<file path="src/hdl/akdr_pkg.sv">
// shared types and constants for the analog keypad debounce and repeat block
// register indexes, reset values and field widths; no dependencies
package akdr_pkg;

    // field widths
    localparam int SAMPLE_W = 10;
    localparam int TICK_W   = 16;
    localparam int KEY_W    = 3;
    localparam int CFG_IDX_W = 4;
    localparam int CFG_DAT_W = 16;

    // configuration register indexes
    typedef enum logic [CFG_IDX_W-1:0] {
        REG_TH_RIGHT  = 4'd0,
        REG_TH_UP     = 4'd1,
        REG_TH_DOWN   = 4'd2,
        REG_TH_LEFT   = 4'd3,
        REG_TH_SELECT = 4'd4,
        REG_VERIFY    = 4'd5,
        REG_HOLD      = 4'd6,
        REG_REPEAT    = 4'd7
    } t_reg_idx;

    // reset values of the configuration registers
    localparam logic [SAMPLE_W-1:0] TH_RIGHT_RST  = 10'd60;
    localparam logic [SAMPLE_W-1:0] TH_UP_RST     = 10'd200;
    localparam logic [SAMPLE_W-1:0] TH_DOWN_RST   = 10'd400;
    localparam logic [SAMPLE_W-1:0] TH_LEFT_RST   = 10'd600;
    localparam logic [SAMPLE_W-1:0] TH_SELECT_RST = 10'd800;
    localparam logic [TICK_W-1:0]   VERIFY_RST    = 16'd25;
    localparam logic [TICK_W-1:0]   HOLD_RST      = 16'd1000;
    localparam logic [TICK_W-1:0]   REPEAT_RST    = 16'd400;

    // internal key code: zero is no key, else output key code plus one
    localparam logic [KEY_W-1:0] KEY_NONE   = 3'd0;
    localparam logic [KEY_W-1:0] KEY_RIGHT  = 3'd1;
    localparam logic [KEY_W-1:0] KEY_UP     = 3'd2;
    localparam logic [KEY_W-1:0] KEY_DOWN   = 3'd3;
    localparam logic [KEY_W-1:0] KEY_LEFT   = 3'd4;
    localparam logic [KEY_W-1:0] KEY_SELECT = 3'd5;

    localparam logic [TICK_W-1:0] TICK_MAX = 16'hFFFF;

endpackage

</file>
<file path="src/hdl/analog_keypad_debounce_repeat.sv">
// analog keypad debounce and auto-repeat, top level
// depends on akdr_pkg for register indexes, reset values and widths
//
// usage:
//   slave stream: one transaction per millisecond tick, tdata[9:0] holds the
//   converter sample of the key ladder. master stream: one transaction per
//   key event, tdata[2:0] is the key code (0 right, 1 up, 2 down, 3 left,
//   4 select), tuser[0] is 0 for the first press and 1 for held or repeat.
//   most ticks give no event.
//   config channel: index 0..7 selects the five ladder thresholds and the
//   verify, hold and repeat tick counts; other indexes are dropped. always
//   ready, write only while the block is idle.
// timing:
//   input register, then classify, timer and phase update combinationally into
//   the output register, which takes the event when its tick leaves the input
//   register; one tick per cycle while the master side does not stall.
// reset and stall:
//   reset restores the register defaults and releases the key. when the
//   master side stalls with an event pending, the input register still
//   takes one more tick, then the slave side stalls until the event leaves.
module analog_keypad_debounce_repeat (
    input  logic        i_clk,
    input  logic        i_rst_n,
    // slave stream: [9:0] adc_sample, [15:10] zero
    input  logic        i_s_axis_tvalid,
    output logic        o_s_axis_tready,
    input  logic [15:0] i_s_axis_tdata,
    // master stream: [2:0] key_code, [7:3] zero
    output logic        o_m_axis_tvalid,
    input  logic        i_m_axis_tready,
    output logic [7:0]  o_m_axis_tdata,
    // tuser: [0] held_down
    output logic [0:0]  o_m_axis_tuser,
    // configuration writes
    input  logic        i_cfg_valid,
    output logic        o_cfg_ready,
    input  logic [akdr_pkg::CFG_IDX_W-1:0] i_cfg_index,
    input  logic [akdr_pkg::CFG_DAT_W-1:0] i_cfg_data
);

    typedef enum logic [1:0] {
        PH_RELEASED = 2'd0,
        PH_VERIFY   = 2'd1,
        PH_PRESSED  = 2'd2,
        PH_HELD     = 2'd3
    } t_phase;

    // configuration registers
    logic [akdr_pkg::SAMPLE_W-1:0] r_th_right, r_th_up, r_th_down, r_th_left, r_th_select;
    logic [akdr_pkg::TICK_W-1:0]   r_verify, r_hold, r_repeat;

    // input stage
    logic                          r_in_valid;
    logic [akdr_pkg::SAMPLE_W-1:0] r_sample;

    // key state
    t_phase                        r_phase, n_phase;
    logic [akdr_pkg::KEY_W-1:0]    r_cur_key, n_cur_key;
    logic [akdr_pkg::TICK_W-1:0]   r_elapsed, n_elapsed;
    logic [akdr_pkg::TICK_W-1:0]   r_target, n_target;
    logic                          r_running, n_running;

    // output stage
    logic                          r_out_valid;
    logic [akdr_pkg::KEY_W-1:0]    r_out_key;
    logic                          r_out_held;

    logic                          w_out_free;
    logic                          w_step;
    logic [akdr_pkg::KEY_W-1:0]    w_key;
    logic [akdr_pkg::TICK_W-1:0]   w_el_inc;
    logic                          w_emit;
    logic                          w_emit_held;

    assign o_cfg_ready = 1'b1;

    // handshake between the stages
    assign w_out_free      = !r_out_valid || i_m_axis_tready;
    assign w_step          = r_in_valid && w_out_free;
    assign o_s_axis_tready = !r_in_valid || w_step;

    assign o_m_axis_tvalid = r_out_valid;
    assign o_m_axis_tdata  = {5'd0, r_out_key};
    assign o_m_axis_tuser  = r_out_held;

    // ladder classification, first threshold that holds wins
    always_comb begin
        if (r_sample < r_th_right) begin
            w_key = akdr_pkg::KEY_RIGHT;
        end else if (r_sample < r_th_up) begin
            w_key = akdr_pkg::KEY_UP;
        end else if (r_sample < r_th_down) begin
            w_key = akdr_pkg::KEY_DOWN;
        end else if (r_sample < r_th_left) begin
            w_key = akdr_pkg::KEY_LEFT;
        end else if (r_sample < r_th_select) begin
            w_key = akdr_pkg::KEY_SELECT;
        end else begin
            w_key = akdr_pkg::KEY_NONE;
        end
    end

    // saturating tick count for this tick
    assign w_el_inc = (r_running && r_elapsed != akdr_pkg::TICK_MAX)
                    ? r_elapsed + 16'd1 : r_elapsed;

    // phase and timer update
    always_comb begin
        n_phase     = r_phase;
        n_cur_key   = r_cur_key;
        n_elapsed   = w_el_inc;
        n_target    = r_target;
        n_running   = r_running;
        w_emit      = 1'b0;
        w_emit_held = 1'b0;
        if (w_key == akdr_pkg::KEY_NONE) begin
            n_phase   = PH_RELEASED;
            n_cur_key = akdr_pkg::KEY_NONE;
            n_elapsed = '0;
            n_running = 1'b0;
        end else if (w_key != r_cur_key) begin
            // new key restarts the verify wait
            n_phase   = PH_VERIFY;
            n_cur_key = w_key;
            n_target  = r_verify;
            n_elapsed = '0;
            n_running = 1'b1;
        end else if (r_running && w_el_inc >= r_target) begin
            n_running = 1'b0;
            case (r_phase)
                PH_VERIFY: begin
                    w_emit    = 1'b1;
                    n_phase   = PH_PRESSED;
                    n_target  = r_hold;
                    n_elapsed = '0;
                    n_running = 1'b1;
                end
                PH_PRESSED, PH_HELD: begin
                    w_emit      = 1'b1;
                    w_emit_held = 1'b1;
                    n_phase     = PH_HELD;
                    n_target    = r_repeat;
                    n_elapsed   = '0;
                    n_running   = 1'b1;
                end
                default: begin
                    n_phase = r_phase;
                end
            endcase
        end
    end

    // configuration register writes
    always_ff @(posedge i_clk) begin
        if (!i_rst_n) begin
            r_th_right  <= akdr_pkg::TH_RIGHT_RST;
            r_th_up     <= akdr_pkg::TH_UP_RST;
            r_th_down   <= akdr_pkg::TH_DOWN_RST;
            r_th_left   <= akdr_pkg::TH_LEFT_RST;
            r_th_select <= akdr_pkg::TH_SELECT_RST;
            r_verify    <= akdr_pkg::VERIFY_RST;
            r_hold      <= akdr_pkg::HOLD_RST;
            r_repeat    <= akdr_pkg::REPEAT_RST;
        end else if (i_cfg_valid) begin
            case (i_cfg_index)
                akdr_pkg::REG_TH_RIGHT:  r_th_right  <= i_cfg_data[akdr_pkg::SAMPLE_W-1:0];
                akdr_pkg::REG_TH_UP:     r_th_up     <= i_cfg_data[akdr_pkg::SAMPLE_W-1:0];
                akdr_pkg::REG_TH_DOWN:   r_th_down   <= i_cfg_data[akdr_pkg::SAMPLE_W-1:0];
                akdr_pkg::REG_TH_LEFT:   r_th_left   <= i_cfg_data[akdr_pkg::SAMPLE_W-1:0];
                akdr_pkg::REG_TH_SELECT: r_th_select <= i_cfg_data[akdr_pkg::SAMPLE_W-1:0];
                akdr_pkg::REG_VERIFY:    r_verify    <= i_cfg_data;
                akdr_pkg::REG_HOLD:      r_hold      <= i_cfg_data;
                akdr_pkg::REG_REPEAT:    r_repeat    <= i_cfg_data;
                default: begin
                end
            endcase
        end
    end

    // input register
    always_ff @(posedge i_clk) begin
        if (!i_rst_n) begin
            r_in_valid <= 1'b0;
        end else if (o_s_axis_tready) begin
            r_in_valid <= i_s_axis_tvalid;
        end
        if (o_s_axis_tready && i_s_axis_tvalid) begin
            r_sample <= i_s_axis_tdata[akdr_pkg::SAMPLE_W-1:0];
        end
    end

    // key state, advanced once per tick
    always_ff @(posedge i_clk) begin
        if (!i_rst_n) begin
            r_phase   <= PH_RELEASED;
            r_cur_key <= akdr_pkg::KEY_NONE;
            r_elapsed <= '0;
            r_target  <= '0;
            r_running <= 1'b0;
        end else if (w_step) begin
            r_phase   <= n_phase;
            r_cur_key <= n_cur_key;
            r_elapsed <= n_elapsed;
            r_target  <= n_target;
            r_running <= n_running;
        end
    end

    // output register
    always_ff @(posedge i_clk) begin
        if (!i_rst_n) begin
            r_out_valid <= 1'b0;
        end else if (w_step) begin
            r_out_valid <= w_emit;
        end else if (i_m_axis_tready) begin
            r_out_valid <= 1'b0;
        end
        if (w_step && w_emit) begin
            r_out_key  <= r_cur_key - 3'd1;
            r_out_held <= w_emit_held;
        end
    end

endmodule

</file>
<file path="config.mk">
export PLATFORM = sky130hd
export DESIGN_NAME = analog_keypad_debounce_repeat
export DESIGN_NICKNAME = d
export VERILOG_FILES = /design/src/hdl/akdr_pkg.sv /design/src/hdl/analog_keypad_debounce_repeat.sv
export SDC_FILE = /design/constraint.sdc
export NUM_CORES = 1
export LEC_CHECK = 0
export BUFFER_PORTS_ARGS = -buffer_cell sky130_fd_sc_hd__buf_4
export CAP_MARGIN = 5
export CORE_MARGIN = 2
export CORE_UTILIZATION = 60
export CTS_BUF_LIST = sky130_fd_sc_hd__clkbuf_16
export DETAILED_ROUTE_END_ITERATION = 8
export GPL_TIMING_DRIVEN = 0
export HOLD_SLACK_MARGIN = 0.05
export PLACE_DENSITY = 0.79
export SKIP_CTS_REPAIR_TIMING = 1
export SYNTH_ARGS = -nofsm -noshare
export SYNTH_HDL_FRONTEND = slang
export SYNTH_SLANG_ARGS = --single-unit
</file>
<file path="constraint.sdc">
create_clock -name i_clk -period 11.8 [get_ports i_clk]
set_clock_uncertainty 0.05 [all_clocks]
set_input_delay 1.18 -clock i_clk [delete_from_list [all_inputs] [get_ports i_clk]]
set_output_delay 1.18 -clock i_clk [all_outputs]
set_load 0.03 [all_outputs]
</file>
==> key figures <==
Outcome
  • Outcome: finished, final reports clean

Finish
  • Filler Cell Count: 1054
  • Area of the multi-input gates: 0.00418 sq mm
  • FF/Latch Area: 0.00318 sq mm
  • Synthesis-to-layout area growth: 12.7%
  • Antenna fix cells: 0
  • Fin area: 0.00887 sq mm
  • # nets final: 1088
  • Proportion of layout cells with a drive suffix above 1: 8.73%

Timing
  • Fin. max-slew vios: 0
  • Final min period: 5170 ps
  • Final TNS setup: 0 ps
  • Worst-Margin Slew: 938 ps
  • Fmax: 0.194 GHz
  • RSZ-0062 raised after global routing: no
  • Max-slew headroom: 36.8%
  • Final hold violations: 0
  • Final worst path period share: 43.8%
  • Final setup violation count: 0

Detailed routing
  • DRC viols: 0
  • Routed vias: 6799
  • Post-DRT Antenna Nets: 0
  • Initial DRC Count: 561
  • Post-Route WL: 19.7 mm
  • WL/cell: 16.8 um
  • Via/cell ratio: 5.82
  • Initial DRT Pass Iterations: 8

Global route
  • Grt met2 use: 45.3%
  • First-pass GRT wire length: 31.7 mm
  • M3 GR Usage: 5.50%
  • Vias in the first global route: 6358
  • GR peak layer: met2
  • Gr ovfl total: 0
  • Initial antenna violation count: 0
  • Largest net degree at the start of global routing: 17
  • Total Routing Usage GR: 28.6%
  • Global routing usage on met1: 39.4%

Critical path
  • Startpoint Class: register
  • CP Cell Sequence: and3_1 -> and3_1 -> and3_1 -> and2_2 -> nand2_2 -> o41a_4 -> buf_6 -> nand2b_1 -> and2_1 -> ha_1 -> nand2b_1 -> a31oi_1 -> o21ai_1 -> o41a_1 -> a32oi_1 -> nor2_1 -> nand3_1 -> clkbuf_1 -> nor3_1 -> a211o_1
  • Crit path top cell by count: and3_1
  • CP max-delay cell: o41a_4
  • Setup CP Type: register to register
  • Slowest cell delay on critical path: 530 ps
  • CP max FO: 10
  • Worst Path Arrival: 5440 ps
  • Critical path required time: 12070 ps
  • Critical path endpoint category: register

CTS
  • Clock slew at reported path FFs: 70 ps
  • Clk sink count: 152
  • CTS max path bufs: 2
  • Clock root buffer: clkbuf_16
  • H-Tree Depth: 4
  • CTS tree: built
  • TritonCTS buffer count: 17
  • Worst skew pair latency: 430 ps

Power
  • Leak: 3.81 nW
  • Maximum VDD drop: 0.000112 V
  • Pwr Density: 131 mW/mm^2

Die
  • Die Height: 119 um
  • Die area: 0.0141 sq mm
  • # IOs: 53
  • Num rows: 41
  • Starting Density: 61.9%
  • Core ar.: 0.0127 sq mm
  • Width of the die: 119 um

Placement
  • RePlAce Congestion: 0.890
  • Placed inst area: 0.00833 sq mm
  • # port buffers: 30
  • DP HPWL: 13.8 mm

Synth
  • Async set-reset flop share out of synthesis: 0%
  • Post-synthesis mux area share: 4.86%
  • Number of flops mapped to enable cells by yosys: 14
  • Synthesized area: 0.00787 sq mm
  • Sequential share of the synthesized area: 40.4%
  • Post-synthesis compound-gate area fraction: 15.6%
  • Cells after Synth: 931
  • Area fraction of the dominant cell type after synthesis: 35.1%
  • Synth Register Bits: 152
  • Area share of and/or/nand/nor cells after synthesis: 20.7%
  • XOR/XNOR share of the synthesized area: 1.67%
  • Mapped Avg Cell Area: 8.46 sq um
  • Largest family of logic cells by synthesized area: simple AND/OR/NAND/NOR gates
  • Main synth FF type: dfxtp_1
  • Area leader, netlist: dfxtp_1
  • Post-Synth Adder-Cell Area: 10.0%
  • Ranking of synthesized cells by area: dfxtp_1 35%, ha_1 10%, nand2_1 8.9%
  • Syn. warnings: 0
  • Synth cell types: 67

Hold path
  • Hold/Removal Path Class: register to register

Job
  • Maxcap violations: 0
==> cells in the final DEF (no fill, tap or decap), types with 8 or more instances in the layout <==
master     count
o211ai_1      11
nor2_1        36
nand2b_1       8
a211o_1       18
nand2_1      187
a21oi_1       86
edfxtp_1      14
ha_1          63
clkbuf_16     17
nand4_1        9
dfxtp_1      138
o21ai_0       13
mux2i_1       36
and3_1        23
xnor2_1        9
inv_1         72
a21o_1        10
clkbuf_1      44
buf_4         36
nor3_1        26
nand3_1       25
==> worst max-delay path, delay by kind of cell (launching register included) <==
kind	cells	cell delay (ps)
adders and majority gates	1	270
DFF	1	430
AOI/OAI and AO/OA	6	1880
buffers and inverters	2	540
and+or+nand+nor	11	1880
==> cells by family after synthesis <==
kind of cell | after synthesis
multiplexers | 38
flip-flops | 152
XOR/XNOR | 15
AO/OA/AOI/OAI | 182
adder cells (fa/ha/maj) | 63
other | 2
buffers and inverters | 127
AND/OR/NAND/NOR | 352
==> final cells by class <==
class                   instances  area share, %
well taps                     172           2.43
repair buffers                 30           2.54
clock buffers                  17           4.80
multi-input cells             656           47.1
flip-flops and latches        152           35.9
inverters                      71           3.00
plain buffers                  56           2.91
clock inverters                15           1.33
==> registers in the layout (all words and copies together), names as in the netlist <==
| register | count |
|---|---|
| r_in_valid | 1 |
| r_running | 1 |
| r_cur_key | 3 |
| r_sample | 10 |
| o_m_axis_tvalid | 1 |
| r_target | 16 |
| r_th_select | 10 |
| r_repeat | 16 |
| r_th_down | 10 |
| r_elapsed | 16 |
| r_verify | 16 |
| r_out_key | 3 |
| r_th_up | 10 |
| r_phase | 2 |
| r_hold | 16 |
| r_th_left | 10 |
| r_th_right | 10 |
| o_m_axis_tuser | 1 |
==> power by group <==
group / internal, mW / leakage, nW / total (mW) / switching [mW]
registers: 0.532 / 1.25 / 0.542 / 0.0103
logic: 0.0424 / 2.30 / 0.115 / 0.0723
clock network: 0.273 / 0.264 / 0.508 / 0.235
==> layer usage <==
| metal | wire [um] | share of wire [%] | vias up |
|---|---|---|---|
| met3 | 1400 | 7.1 | 22 |
| met4 | 291 | 1.5 | 0 |
| met1 | 9170 | 47 | 3226 |
| met2 | 8800 | 45 | 251 |
| met5 | 0 | 0 | - |
| li1 | - | - | 3300 |
==> Yosys cell counts (3+ instances only) <==
cell type,count
nand4_1,9
nor3_1,26
edfxtp_1,14
a21o_1,10
a211o_1,18
a21oi_1,86
nor3b_1,4
xor2_1,6
o2bb2ai_1,3
mux2i_1,36
dfxtp_1,138
and2_1,3
nand3b_1,6
nor2_1,36
xnor2_1,9
nor2b_1,5
a22o_1,6
or3_1,3
and3_1,23
a31oi_1,4
nand2_1,187
nand2b_1,8
or3b_1,6
nand3_1,25
buf_4,6
buf_6,3
inv_1,71
clkbuf_1,44
a211oi_1,4
ha_1,63
o21ai_0,13
o211ai_1,11
==> worst paths after layout <==
path / from / to / slack, ps / cells past startpoint
worst min register to register: r_hold[4] / r_hold[4] / 400 / 2
worst min-delay path: r_hold[4] / r_hold[4] / 400 / 2
worst max-delay path: r_elapsed[4] / r_target[10] / 6630 / 20
worst max register to register: r_elapsed[4] / r_target[10] / 6630 / 20
==> per-stage QoR <==
| step | hold slack, ps | utilization (%) | instances | power [mW] | setup WS [ps] |
|---|---|---|---|---|---|
| floorplan | 382 | - | 935 | 0.628 | 7340 |
| global placement | 390 | 65.5 | 1137 | 0.662 | 6730 |
| detailed placement | 394 | 65.5 | 1137 | 0.665 | 6710 |
| CTS | 405 | 69.7 | 1169 | 1.16 | 6680 |
| global route | 420 | 69.7 | 1169 | 1.20 | 6230 |
| finish | 403 | 69.7 | 1169 | 1.17 | 6630 |
(Power assumes the default switching activity.)
